`config.mk`:
```
export PLATFORM = sky130hd
export DESIGN_NAME = debounced_press_duration_classifier
export DESIGN_NICKNAME = d
export VERILOG_FILES = /design/src/design/dpdc_pkg.sv /design/src/design/dpdc_core.sv /design/src/design/debounced_press_duration_classifier.sv
export SDC_FILE = /design/constraint.sdc
export NUM_CORES = 1
export LEC_CHECK = 0
export BUFFER_PORTS_ARGS = -buffer_cell sky130_fd_sc_hd__buf_2
export CAP_MARGIN = 20
export CORE_MARGIN = 2
export CORE_UTILIZATION = 61
export DETAILED_ROUTE_END_ITERATION = 8
export HOLD_SLACK_MARGIN = 0.12
export PLACE_DENSITY_LB_ADDON = 0.25
export SYNTH_ARGS = -nofsm -noshare
export SYNTH_HDL_FRONTEND = slang
export SYNTH_HIERARCHICAL = 1
export SYNTH_SLANG_ARGS = --single-unit
```
`constraint.sdc`:
```
create_clock -name clk -period 11.3 [get_ports clk]
set_input_delay 1.13 -clock clk [delete_from_list [all_inputs] [get_ports clk]]
set_output_delay 1.13 -clock clk [all_outputs]
set_load 0.02 [all_outputs]
```
`src/design/dpdc_pkg.sv`:
```
// Package: item types and register indexes for the press duration classifier.
`default_nettype none

package dpdc_pkg;

  localparam int CFG_INDEX_BITS = 1;
  localparam int CFG_DATA_BITS  = 16;
  localparam int LIMIT_BITS     = 4;
  localparam int THRESH_BITS    = 16;
  localparam int STAMP_BITS     = 32;

  localparam logic [CFG_INDEX_BITS-1:0] CFG_DEBOUNCE_LIMIT   = 1'b0;
  localparam logic [CFG_INDEX_BITS-1:0] CFG_LONG_THRESHOLD   = 1'b1;

  localparam logic [LIMIT_BITS-1:0]  DEBOUNCE_LIMIT_RESET = 4'd3;
  localparam logic [THRESH_BITS-1:0] LONG_THRESHOLD_RESET = 16'd500;

  typedef struct packed {
    logic                  sample_pressed;
    logic [STAMP_BITS-1:0] now_ms;
    logic                  clear_detected;
  } poll_t;

  typedef struct packed {
    logic                  confirmed_pressed;
    logic                  release_now;
    logic                  detected;
    logic [STAMP_BITS-1:0] duration_ms;
    logic                  was_long;
    logic                  red_on;
    logic                  green_on;
  } result_t;

endpackage

`default_nettype wire

```
`src/design/dpdc_core.sv`:
```
// Core: debounce integrator, press timing and classification state.
`default_nettype none

module dpdc_core #(
  parameter int TIME_BITS = 32
) (
  input  wire logic                              clk,
  input  wire logic                              rst,
  input  wire logic                              advance,
  input  wire dpdc_pkg::poll_t                   poll,
  input  wire logic [dpdc_pkg::LIMIT_BITS-1:0]   debounce_limit,
  input  wire logic [dpdc_pkg::THRESH_BITS-1:0]  long_press_threshold_ms,
  output dpdc_pkg::result_t                      result
);
  import dpdc_pkg::*;

  localparam int EXT_BITS = (TIME_BITS > STAMP_BITS) ? TIME_BITS : STAMP_BITS;

  logic [LIMIT_BITS-1:0]  integrator, integrator_next;
  logic                   confirmed, confirmed_next;
  logic [TIME_BITS-1:0]   press_start, press_start_next;
  logic [STAMP_BITS-1:0]  last_duration, last_duration_next;
  logic                   sticky_detected, sticky_detected_next;
  logic                   last_long, last_long_next;
  logic                   red_state, red_state_next;
  logic                   green_state, green_state_next;
  logic                   released;

  logic [EXT_BITS-1:0]    now_ext;
  logic [TIME_BITS-1:0]   now_tb;
  logic [TIME_BITS-1:0]   span;
  logic [EXT_BITS-1:0]    span_ext;
  logic                   span_long;

  assign now_ext   = EXT_BITS'(poll.now_ms);
  assign now_tb    = now_ext[TIME_BITS-1:0];
  assign span      = now_tb - press_start;
  assign span_ext  = EXT_BITS'(span);
  assign span_long = span >= TIME_BITS'(long_press_threshold_ms);

  always_comb begin
    integrator_next      = integrator;
    confirmed_next       = confirmed;
    press_start_next     = press_start;
    last_duration_next   = last_duration;
    last_long_next       = last_long;
    red_state_next       = red_state;
    green_state_next     = green_state;
    released             = 1'b0;

    if (poll.sample_pressed) begin
      if (integrator < debounce_limit) begin
        integrator_next = integrator + LIMIT_BITS'(1);
      end
    end else begin
      if (integrator != '0) begin
        integrator_next = integrator - LIMIT_BITS'(1);
      end
    end

    priority if (integrator_next >= debounce_limit && !confirmed) begin
      confirmed_next   = 1'b1;
      press_start_next = now_tb;
    end else if (integrator_next == '0 && confirmed) begin
      confirmed_next     = 1'b0;
      released           = 1'b1;
      last_duration_next = span_ext[STAMP_BITS-1:0];
      last_long_next     = span_long;
      red_state_next     = span_long;
      green_state_next   = !span_long;
    end

    sticky_detected_next = (sticky_detected && !poll.clear_detected) || released;
  end

  always_ff @(posedge clk) begin
    if (rst) begin
      integrator      <= '0;
      confirmed       <= 1'b0;
      press_start     <= '0;
      last_duration   <= '0;
      sticky_detected <= 1'b0;
      last_long       <= 1'b0;
      red_state       <= 1'b0;
      green_state     <= 1'b0;
    end else if (advance) begin
      integrator      <= integrator_next;
      confirmed       <= confirmed_next;
      press_start     <= press_start_next;
      last_duration   <= last_duration_next;
      sticky_detected <= sticky_detected_next;
      last_long       <= last_long_next;
      red_state       <= red_state_next;
      green_state     <= green_state_next;
    end
  end

  always_comb begin
    result.confirmed_pressed = confirmed_next;
    result.release_now       = released;
    result.detected          = sticky_detected_next;
    result.duration_ms       = last_duration_next;
    result.was_long          = last_long_next;
    result.red_on            = red_state_next;
    result.green_on          = green_state_next;
  end

endmodule

`default_nettype wire

```
`src/design/debounced_press_duration_classifier.sv`:
```
// Top level: poll register, classifier core, result register and config registers.
//
//  channel  | direction | handshake                 | payload
//  ---------+-----------+---------------------------+------------------------
//  poll     | in        | poll_valid / poll_stall   | dpdc_pkg::poll_t
//  result   | out       | result_valid / result_stall | dpdc_pkg::result_t
//  cfg      | in        | cfg_we                    | cfg_index, cfg_data
//
//  One item a cycle while the result is not stalled; an accepted poll item waits in the poll register first.
//  The poll register feeds the core, which updates its state as the item
//  moves into the result register.
//  Reset (synchronous, rst high) empties both registers and restores the
//  configuration to limit 3 and threshold 500 ms.
//  A stalled result holds; poll_stall rises only when both registers are full
//  and the result is stalled.
`default_nettype none

module debounced_press_duration_classifier #(
  parameter int TIME_BITS = 32
) (
  input  wire logic                                  clk,
  input  wire logic                                  rst,
  input  wire logic                                  poll_valid,
  output logic                                       poll_stall,
  input  wire dpdc_pkg::poll_t                       poll,
  output logic                                       result_valid,
  input  wire logic                                  result_stall,
  output dpdc_pkg::result_t                          result,
  input  wire logic                                  cfg_we,
  input  wire logic [dpdc_pkg::CFG_INDEX_BITS-1:0]   cfg_index,
  input  wire logic [dpdc_pkg::CFG_DATA_BITS-1:0]    cfg_data
);
  import dpdc_pkg::*;

  logic [LIMIT_BITS-1:0]  debounce_limit;
  logic [THRESH_BITS-1:0] long_press_threshold_ms;

  poll_t   poll_q;
  logic    poll_q_valid;
  result_t step_result;
  logic    result_free;
  logic    advance;

  assign result_free = !result_valid || !result_stall;
  assign advance     = poll_q_valid && result_free;
  assign poll_stall  = poll_q_valid && !result_free;

  always_ff @(posedge clk) begin
    if (rst) begin
      debounce_limit          <= DEBOUNCE_LIMIT_RESET;
      long_press_threshold_ms <= LONG_THRESHOLD_RESET;
    end else if (cfg_we) begin
      unique case (cfg_index)
        CFG_DEBOUNCE_LIMIT: debounce_limit <= cfg_data[LIMIT_BITS-1:0];
        CFG_LONG_THRESHOLD: long_press_threshold_ms <= cfg_data[THRESH_BITS-1:0];
        default: ;
      endcase
    end
  end

  always_ff @(posedge clk) begin
    if (rst) begin
      poll_q_valid <= 1'b0;
    end else if (!poll_stall) begin
      poll_q_valid <= poll_valid;
    end
  end

  always_ff @(posedge clk) begin
    if (!poll_stall && poll_valid) begin
      poll_q <= poll;
    end
  end

  dpdc_core #(
    .TIME_BITS (TIME_BITS)
  ) u_core (
    .clk                     (clk),
    .rst                     (rst),
    .advance                 (advance),
    .poll                    (poll_q),
    .debounce_limit          (debounce_limit),
    .long_press_threshold_ms (long_press_threshold_ms),
    .result                  (step_result)
  );

  always_ff @(posedge clk) begin
    if (rst) begin
      result_valid <= 1'b0;
    end else if (result_free) begin
      result_valid <= poll_q_valid;
    end
  end

  always_ff @(posedge clk) begin
    if (advance) begin
      result <= step_result;
    end
  end

endmodule

`default_nettype wire

```
==> key figures, run 1 <==
Status
  – Status: completed

Clocking
  – TritonCTS Buffers: 17
  – TritonCTS sink count: 167
  – Post-CTS Setup Bufs: 0
  – PostCTS Resize Cnt: 0
  – CTS HTree Levels: 4
  – Worst-skew pair later-pin latency: 430 ps
  – Clk buf depth: 2
  – CTS clk-pin slew, worst paths: 60 ps
  – TritonCTS clock tree: yes
  – Root Buffer: clkbuf_16
  – Cts hold-fix bufs: 0

Job
  – Maxcap violations: 0

Floorplan
  – Core footprint: 14600 um2
  – Site Rows: 44
  – Die area: 15900 um2
  – IO Pins: 96
  – Starting Density: 0.625
  – Die H: 126 um
  – Chip Width: 126 um

Timing
  – Rel. slew slack: 0.321
  – Pin slew with the least headroom to its limit: 1020 ps
  – Fin worst setup slack: 7110 ps
  – Clock skew: 9.52 ps
  – Final number of setup-violating endpoints: 0
  – Min Clock Period, post-route: 4190 ps
  – Max Fclk: 0.239 GHz
  – Slew Limit Fails: 0
  – Setup TNS: 0 ps
  – Final period utilization: 0.371
  – Final hold violations: 0
  – Unrepaired setup endpoints after global routing: no

Final layout
  – Fillers: 1129
  – Non-Filler Instances: 1192
  – Layout area overhead: 11.4%
  – # diodes: 0
  – Share of layout cells above drive strength 1: 0.196
  – Post-layout util: 0.697
  – Total Nets Final: 1108

Routing
  – Residual DRC count: 0
  – Vias per inst: 5.82
  – Final ANT Viol Nets: 0
  – TritonRoute pass-1 iters: 5
  – WL final: 19500 um
  – Drt initial violations: 541
  – Via count: 6937
  – WL/cell: 16.4 um

Setup path
  – Critical Path RT: 11480 ps
  – WP buf/inv: 2
  – CP max stage delay: 480 ps
  – Startpoint Class: flop
  – Critical path class: reg2reg
  – Crit-path max FO: 6
  – CP Capture Type: flop
  – WP data arrival: 4370 ps
  – Critical-path top delay cell: a2111oi_0
  – Crit path cell chain: inv_1, ha_1, inv_1, fa_1, a21o_2, a311oi_2, o21ai_0, a31oi_1, xnor2_1, ha_1, nand3_1, a211oi_1, a2111oi_0, o2111ai_1, and4bb_4, a21oi_1
  – CP delay by family, top: compound AO/OA/AOI/OAI gates

Synth
  – Compound-Gate Fraction of Synth Area: 0.150
  – Netlist cell types: 77
  – Simple-Gate Fraction of Synth Area: 0.149
  – Top-area cell type share of the netlist area: 0.237
  – Xor/xnor share of the synthesized area: 0.0278
  – Post-synthesis mux area share: 0.0841
  – Synth top area cells: edfxtp_1 (24%), dfxtp_1 (21%), ha_1 (7.7%), nor2_1 (5.1%), mux2i_1 (4.8%)
  – Mapped Area: 9120 um2
  – Top cells by count, synth: nor2_1 (125), dfxtp_1 (95), inv_1 (74), edfxtp_1 (72)
  – EDFF count, synth: 72
  – Adder-cell share of the synthesized area: 0.0790
  – Main synth FF type: dfxtp_1
  – Gate Count Post-Synth: 930
  – Most frequent cell after synthesis: nor2_1
  – Ys async rst share: 0
  – Register bit total from synthesis: 167
  – Sequential share of the synthesized area: 0.445
  – Largest family of logic cells by synthesized area: compound AO/OA/AOI/OAI gates
  – Mean post-synth cell area: 9.81 um2
  – YS warnings: 6
  – Synthesized Nets: 1043
  – Yosys top cell by area: edfxtp_1

Min path
  – Worst min path class: reg2reg

Global route
  – Total grt overflow: 0
  – Vias in the first global route: 6507
  – Initial antenna violation count: 0
  – First-pass GRT wire length: 32000 um
  – GR Util All Layers: 0.250
  – Largest net degree at the start of global routing: 98

Placed design
  – Detailed placement HPWL: 13800 um
  – Gp weighted congestion: 0.915
  – IO Port Bufs: 95
  – Placed cells: 1159
  – Setup WS pre-CTS: 7100 ps

Power and ir drop
  – Total power: 1.59 mW
  – Leakage: 4.09 nW
  – VDD IR max: 134 uV
  – Pwr/cell area: 156 nW/um2
stage by stage:
| step | hold slack [ps] | area [um2] |
|---|---|---|
| global route | 489 | 10200 |
| global placement | 444 | 9580 |
| CTS | 458 | 10100 |
| detailed placement | 450 | 9580 |
| finish | 455 | 10200 |
| floorplan | 434 | 9120 |
worst min-delay path: cells and delay by family, from the launching register on:
family | cells | cell delay (ps)
compound gates | 1 | 50
flops | 1 | 310
simple gates | 1 | 50
where the power goes:
group,internal (mW),switching [mW]
combinational,0.134,0.208
sequential,0.668,0.0186
clock,0.335,0.222
total,1.14,0.448
path summary, 6_finish.rpt:
| check | depth (start not counted) | slack, ps | to | startpoint |
|---|---|---|---|---|
| max reg2reg | 16 | 7110 | result[2] | poll_q[1] |
| max | 16 | 7110 | result[2] | poll_q[1] |
| min | 2 | 460 | u_core/sticky_detected | u_core/sticky_detected |
| min reg2reg | 2 | 460 | u_core/sticky_detected | u_core/sticky_detected |
logic make-up (layout without fill, tap and decap cells):
family	count (synthesis)	after routing
muxes	73	73
and+or+nand+nor	284	284
buffers and inverters	129	207
AOI/OAI and AO/OA	191	191
adders and majority gates	57	57
xor gates and xnor gates	29	29
DFF	167	167
layout make-up:
class,count,area [um2],share of cell area
multi-input combinational,634,4500,0.442
tap,184,230,0.0226
inverter,75,282,0.0277
clock inverter,9,98.8,0.00972
sequential,167,4060,0.400
clock buffer,23,468,0.0460
timing repair buffer,100,526,0.0517
registers in the layout, summed over array words and instances (netlist names), 4 cells and up:
name,count
long_press_threshold_ms,16
u_core/integrator,4
u_core/press_start,32
result,38
poll_q,34
u_core/last_duration,32
debounce_limit,4
cell usage in the layout (no fill, tap or decap), types with 7 or more instances in the layout:
cell       Yosys  final
a21o_1         7      7
nand4_1        9      9
xnor2_1       16     16
a211oi_1       9      9
edfxtp_1      72     72
nand3_1       24     24
or2_2          7      7
nand2b_1      14     14
clkbuf_16      0     17
nand2_1       43     43
buf_2         18     95
o21ai_0       30     30
inv_1         74     74
a21oi_1       56     56
and3_1        10     10
a21bo_2        9      9
nor2_1       125    124
nor3_1        28     27
mux2i_1       44     44
a211o_1        7      7
mux2_2        29     29
xor2_1        13     13
dfxtp_1       95     95
ha_1          56     56
metal layers:
metal  share of wire  vias to the layer above  global-route usage
met5               0                        -                   0
met1            0.46                     3287               0.338
met2            0.48                      199               0.412
met3           0.049                       22              0.0510
met4           0.015                        0              0.0666
li1                -                     3429                   -
(Power assumes the default switching activity.)
==> run 2, diff against run 1 <==
CORE_UTILIZATION = 54   (was 61)
clock period = 3.55 ns   (was 11.3 ns; I/O delays follow)
==> run 2 against run 1 <==
Against the previous run: the flow now finishes with violations (negative setup slack); routed wire length is 7.1% higher; hold slack worse by 280 ps; count of clock-buffer cells in the layout stayed put; final area is 10% higher; via count is 3.8% higher; sequential share of layout area is 3.6 points lower; largest cell class unchanged.
==> key figures, run 2 (synthesis gave the netlist of run 1 again) <==
Timing
  – Min Clock Period, post-route: 3880 ps (-307 ps)
  – WHS: 176 ps (-279 ps)
  – Fin worst setup slack: -333 ps (-7440 ps)
  – Rel. slew slack: 0.386 (+0.0656)
  – Unrepaired setup endpoints after global routing: yes
  – Final period utilization: 1.09 (+0.723)
  – Max Fclk: 0.258 GHz (+7.9%)
  – Final number of setup-violating endpoints: 6 (+6)
  – Clock skew: 11.9 ps (+2.40 ps)
  – Final hold violations: 0 (unchanged)
  – Slew Limit Fails: 0 (unchanged)
  – Pin slew with the least headroom to its limit: 920 ps (-98.4 ps)

Final layout
  – Total Nets Final: 1202 (+8.5%)
  – Share of layout cells above drive strength 1: 0.250 (+0.0531)
  – Largest registers: result: 38 flops, poll_q: 34 flops
  – Non-Filler Instances: 1322 (+11%)
  – Post-layout util: 0.677 (-0.0202)
  – Layout area overhead: 22.6%
  – Max reg flops: 38 (unchanged)
  – Biggest register: result
  – Most frequent cells in the layout: nor2_1 (123), buf_2 (95), dfxtp_1 (94)
  – # diodes: 0 (unchanged)
  – Most common cell after layout, fill and taps aside: nor2_1

Global route
  – GR Util All Layers: 0.242 (-0.00781)
  – Largest net degree at the start of global routing: 80 (-18%)
  – First-pass GRT wire length: 34500 um (+7.6%)
  – Vias in the first global route: 7033 (+8.1%)
  – Total grt overflow: 0 (unchanged)
  – Initial antenna violation count: 0 (unchanged)

Power and ir drop
  – Clock network fraction of design power: 0.353 (+0.002)
  – Net switching power: 1.50 mW (+230%)
  – VDD IR max: 351 uV (+160%)
  – Pwr/cell area: 478 nW/um2 (+210%)
  – Comb pwr share: 0.238 (+0.023)
  – Sequential Power Share: 0.409 (-0.024)
  – Leakage: 4.55 nW (+11%)
  – Total power: 5.35 mW (+240%)
  – Internal: 3.85 mW (+240%)
  – Sw Ratio: 0.280 (-0.00280)

Routing
  – Via count: 7198 (+3.8%)
  – Vias per inst: 5.44 (-6.4%)
  – Final ANT Viol Nets: 0 (unchanged)
  – TritonRoute pass-1 iters: 5 (unchanged)
  – WL/cell: 15.8 um (-3.4%)
  – Residual DRC count: 0 (unchanged)
  – Drt initial violations: 441 (-18%)
  – WL final: 20900 um (+7.1%)

Setup path
  – CP delay by family, top: compound AO/OA/AOI/OAI gates
  – WP data arrival: 4070 ps (-300 ps)
  – Critical Path RT: 3730 ps (-7750 ps)
  – Crit path cell chain: inv_1, ha_2, inv_2, fa_2, a21o_4, a311oi_4, buf_4, o21a_4, nor2_2, xor2_2, ha_1, a21o_1, a22oi_2, o211ai_1, nor3_1, o2111ai_2, and4bb_4, a21oi_2
  – Critical-path top delay cell: and4bb_4
  – WP buf/inv: 3 (+1)
  – Critical path class: reg2reg
  – Crit-path max FO: 6 (unchanged)
  – Startpoint Class: flop
  – CP max stage delay: 400 ps (-80 ps)
  – CP Capture Type: flop

Floorplan
  – Starting Density: 0.552 (-0.0732)
  – Die H: 134 um (+6.1%)
  – Core footprint: 16500 um2 (+13%)
  – Chip Width: 134 um (+6.1%)
  – Site Rows: 47 (+6.8%)
  – Die area: 17900 um2 (+13%)
  – IO Pins: 96 (unchanged)

Clocking
  – Root Buffer: clkbuf_16
  – TritonCTS clock tree: yes
  – Worst-skew pair later-pin latency: 430 ps (about the same)
  – TritonCTS sink count: 167 (unchanged)
  – TritonCTS Buffers: 17 (unchanged)
  – CTS HTree Levels: 4 (unchanged)
  – Clk buf depth: 2 (unchanged)
  – CTS clk-pin slew, worst paths: 60 ps (about the same)

Placed design
  – Detailed placement HPWL: 14600 um (+5.5%)
  – IO Port Bufs: 95 (unchanged)
  – Gp weighted congestion: 0.846 (-7.5%)
  – Placed cells: 1250 (+7.9%)

Job
  – Maxcap violations: 0 (unchanged)

Min path
  – Worst min path class: in2reg

Status
  – Failing checks: negative setup slack
  – Status: finished with violations
==> run 2: cell types whose count changed in the layout (fill, tap and decap cells not counted), sizes merged <==
cell,before,now
buf,100,160
bufinv,2,3
clkinv,5,3
inv,77,75
dlygate4sd3,0,34
clkinvlp,0,3
==> run 2: repair_timing <==
item                       CTS  global route
resized for setup            7            11
hold buffers                34             0
pin swaps                   12            13
buffers inserted             1             3
setup endpoints to repair    6            30
hold endpoints to repair    34             0
==> run 2: cell type report <==
| cell class | count | area [um2] |
|---|---|---|
| fillers | 1316 | 5340 |
| multi-input cells | 634 | 4590 |
| flip-flops and latches | 167 | 4070 |
| repair buffers | 194 | 1360 |
| clock buffers | 23 | 478 |
| inverters | 75 | 282 |
| well taps | 220 | 275 |
| clock inverters | 9 | 125 |
==> run 2: final timing paths <==
kind                                          startpoint                     endpoint  slack [ps]  depth (start not counted)
worst max register to register                 poll_q[1]                    result[2]        -330                         18
worst max-delay path                           poll_q[1]                    result[2]        -330                         18
worst min-delay path                        cfg_data[12]  long_press_threshold_ms[12]         180                          3
worst min register to register  u_core/last_duration[30]     u_core/last_duration[30]         450                          2
==> run 2: through the flow <==
step                TNS, ps  setup WS [ps]  area [um2]
floorplan             -74.2          -37.1        9150
global placement       -873           -189       10100
detailed placement    -1230           -246       10100
CTS                   -1190           -236       11100
global route          -3030           -534       11200
finish                -1840           -333       11200
==> run 2: worst register-to-register path, stage by stage, from the launching register on <==
cell and delay (ps):
edfxtp_1 390, inv_1 80, ha_2 190, inv_2 40, fa_2 350, a21o_4 250
a311oi_4 270, buf_4 170, o21a_4 120, nor2_2 50, xor2_2 180, ha_1 310
a21o_1 190, a22oi_2 140, o211ai_1 100, nor3_1 230, o2111ai_2 150, and4bb_4 400
a21oi_2 40
==> run 2: power by group through the flow <==
stage / combinational [mW] / sequential, mW / clock, mW
2_1_floorplan: 0.792 / 2.24 / 0
3_3_place_gp: 1.17 / 2.22 / 0
3_5_place_dp: 1.18 / 2.23 / 0
4_1_cts: 1.23 / 2.19 / 1.93
5_1_grt: 1.41 / 2.20 / 1.99
6_report: 1.27 / 2.19 / 1.89
==> run 2: routing by layer <==
metal | routed length (um) | vias up | track usage
li1 | - | 3616 | -
met1 | 9740 | 3424 | 0.326
met2 | 9950 | 140 | 0.400
met3 | 934 | 18 | 0.0446
met4 | 250 | 0 | 0.0691
met5 | 0 | - | 0
==> run 3, diff against run 2 <==
CTS_BUF_LIST = sky130_fd_sc_hd__clkbuf_4 sky130_fd_sc_hd__clkbuf_8 sky130_fd_sc_hd__clkbuf_16   (was not set)
GPL_TIMING_DRIVEN = 1   (was not set)
==> run 3 against run 2 <==
Against the previous run: the flow still finishes with violations (negative setup slack); sequential share of layout area about the same; first-iteration DRC count increased by 3.6%; core utilization increased by 0.068 points; flip-flop and latch count unchanged; clock power about the same; largest power group unchanged.
==> key figures, run 3 (synthesis gave the netlist of run 1 again) <==
Status
  – Status: finished with violations
  – Failing checks: negative setup slack

Timing
  – Fin worst setup slack: -332 ps (+0.992 ps)
  – Rel. slew slack: 0.387 (+0.000666)
  – WHS: 174 ps (-2.17 ps)
  – Slew Limit Fails: 0 (unchanged)
  – Clock skew: 12.2 ps (+0.255 ps)
  – Final number of setup-violating endpoints: 6 (unchanged)
  – Min Clock Period, post-route: 3880 ps (-0.992 ps)
  – Final hold violations: 0 (unchanged)
  – Max Fclk: 0.258 GHz (about the same)
  – Pin slew with the least headroom to its limit: 919 ps (-0.999 ps)
  – Unrepaired setup endpoints after global routing: yes
  – Final period utilization: 1.09 (about the same)

Final layout
  – Share of layout cells above drive strength 1: 0.252 (+0.00272)
  – # diodes: 0 (unchanged)
  – Total Nets Final: 1202 (unchanged)
  – Most frequent cells in the layout: nor2_1 (123), buf_2 (95), dfxtp_1 (94)
  – Largest registers: result: 38 flops, poll_q: 34 flops
  – Layout area overhead: 22.7%
  – Max reg flops: 38 (unchanged)
  – Most common cell after layout, fill and taps aside: nor2_1
  – Biggest register: result

Clocking
  – Worst-skew pair later-pin latency: 430 ps (about the same)
  – TritonCTS Buffers: 17 (unchanged)
  – TritonCTS sink count: 167 (unchanged)
  – TritonCTS clock tree: yes
  – CTS clk-pin slew, worst paths: 60 ps (about the same)
  – CTS HTree Levels: 4 (unchanged)
  – Root Buffer: clkbuf_16
  – Clk buf depth: 2 (unchanged)

Routing
  – Final ANT Viol Nets: 0 (unchanged)
  – TritonRoute pass-1 iters: 5 (unchanged)
  – Vias per inst: 5.45 (about the same)
  – WL final: 20900 um (about the same)
  – Drt initial violations: 457 (+3.6%)
  – Residual DRC count: 0 (unchanged)
  – Via count: 7202 (+0.056%)
  – WL/cell: 15.8 um (about the same)

Floorplan
  – Die area: 17900 um2 (unchanged)
  – Starting Density: 0.552 (unchanged)
  – Site Rows: 47 (unchanged)
  – Chip Width: 134 um (unchanged)
  – Core footprint: 16500 um2 (unchanged)
  – Die H: 134 um (unchanged)
  – IO Pins: 96 (unchanged)

Job
  – Maxcap violations: 0 (unchanged)

Setup path
  – WP data arrival: 4070 ps (about the same)
  – Crit-path max FO: 6 (unchanged)
  – Startpoint Class: flop
  – Critical Path RT: 3730 ps (about the same)
  – CP Capture Type: flop
  – Critical path class: reg2reg

Power and ir drop
  – Net switching power: 1.50 mW (+0.30%)
  – Sw Ratio: 0.279 (-0.000615)
  – Sequential Power Share: 0.407 (-0.002)
  – Clock network fraction of design power: 0.357 (+0.004)
  – Comb pwr share: 0.237 (about the same)
  – Pwr/cell area: 480 nW/um2 (+0.42%)
  – VDD IR max: 350 uV (about the same)
  – Total power: 5.37 mW (+0.52%)
  – Leakage: 4.56 nW (+0.23%)
  – Internal: 3.87 mW (+0.61%)

Placed design
  – Gp weighted congestion: 0.846 (unchanged)
  – IO Port Bufs: 95 (unchanged)
  – Detailed placement HPWL: 14600 um (unchanged)
  – Setup WS pre-CTS: -246 ps (unchanged)

Min path
  – Worst min path class: in2reg

Global route
  – GR Util All Layers: 0.241 (-0.000244)
  – Initial antenna violation count: 0 (unchanged)
  – Total grt overflow: 0 (unchanged)
  – Vias in the first global route: 7028 (-0.071%)
  – Largest net degree at the start of global routing: 80 (unchanged)
  – First-pass GRT wire length: 34400 um (about the same)
run 3: cell counts in the layout (fill, tap and decap cells not counted):
No cell type changed its count.
run 3: metal layers:
metal / vias up / wire (um) / global-route usage
met5: - / 0 / 0
met3: 17 / 782 / 0.0446
met1: 3426 / 9940 / 0.325
li1: 3616 / - / -
met4: 0 / 240 / 0.0703
met2: 143 / 9910 / 0.399
run 3: cell type report:
type / count / area [um2]
multi-input cells: 634 / 4590
flip-flops and latches: 167 / 4070
well taps: 220 / 275
repair buffers: 194 / 1360
fillers: 1314 / 5330
clock inverters: 9 / 125
inverters: 75 / 282
clock buffers: 23 / 489
run 3: metrics by stage:
| step | setup TNS [ps] | utilization | std cells | instance area (um2) |
|---|---|---|---|---|
| floorplan | -74.2 | - | 930 | 9150 |
| global route | -3030 | 0.677 | 1322 | 11200 |
| CTS | -1190 | 0.670 | 1317 | 11100 |
| detailed placement | -1230 | 0.610 | 1250 | 10100 |
| finish | -1830 | 0.677 | 1322 | 11200 |
| global placement | -873 | 0.610 | 1250 | 10100 |
run 3: final timing paths:
path	start	end	slack, ps	cells after the start
setup / recovery	poll_q[1]	result[2]	-330	18
hold reg to reg	u_core/last_duration[30]	u_core/last_duration[30]	450	2
setup reg to reg	poll_q[1]	result[2]	-330	18
hold / removal	cfg_data[12]	long_press_threshold_ms[12]	170	3
run 3: worst max-delay path: stages (launching register included):
cell,delay [ps]
edfxtp_1,390
inv_1,80
ha_2,190
inv_2,40
fa_2,350
a21o_4,250
a311oi_4,270
buf_4,170
o21a_4,120
nor2_2,50
xor2_2,180
ha_1,310
a21o_1,190
a22oi_2,140
o211ai_1,100
nor3_1,230
o2111ai_2,150
and4bb_4,400
a21oi_2,40
run 3: repair_timing:
item | CTS | global route
buffers inserted | 1 | 3
hold buffers | 34 | 0
hold endpoints to repair | 34 | 0
setup endpoints to repair | 6 | 30
gates resized for setup | 7 | 11
pin swaps | 12 | 13
run 3: power by group through the flow:
stage / Clock (mW) / Sequential (mW) / Combinational (mW)
2_1_floorplan: 0 / 2.24 / 0.792
3_3_place_gp: 0 / 2.22 / 1.17
3_5_place_dp: 0 / 2.23 / 1.18
4_1_cts: 1.95 / 2.19 / 1.23
5_1_grt: 2.02 / 2.20 / 1.41
6_report: 1.92 / 2.19 / 1.27
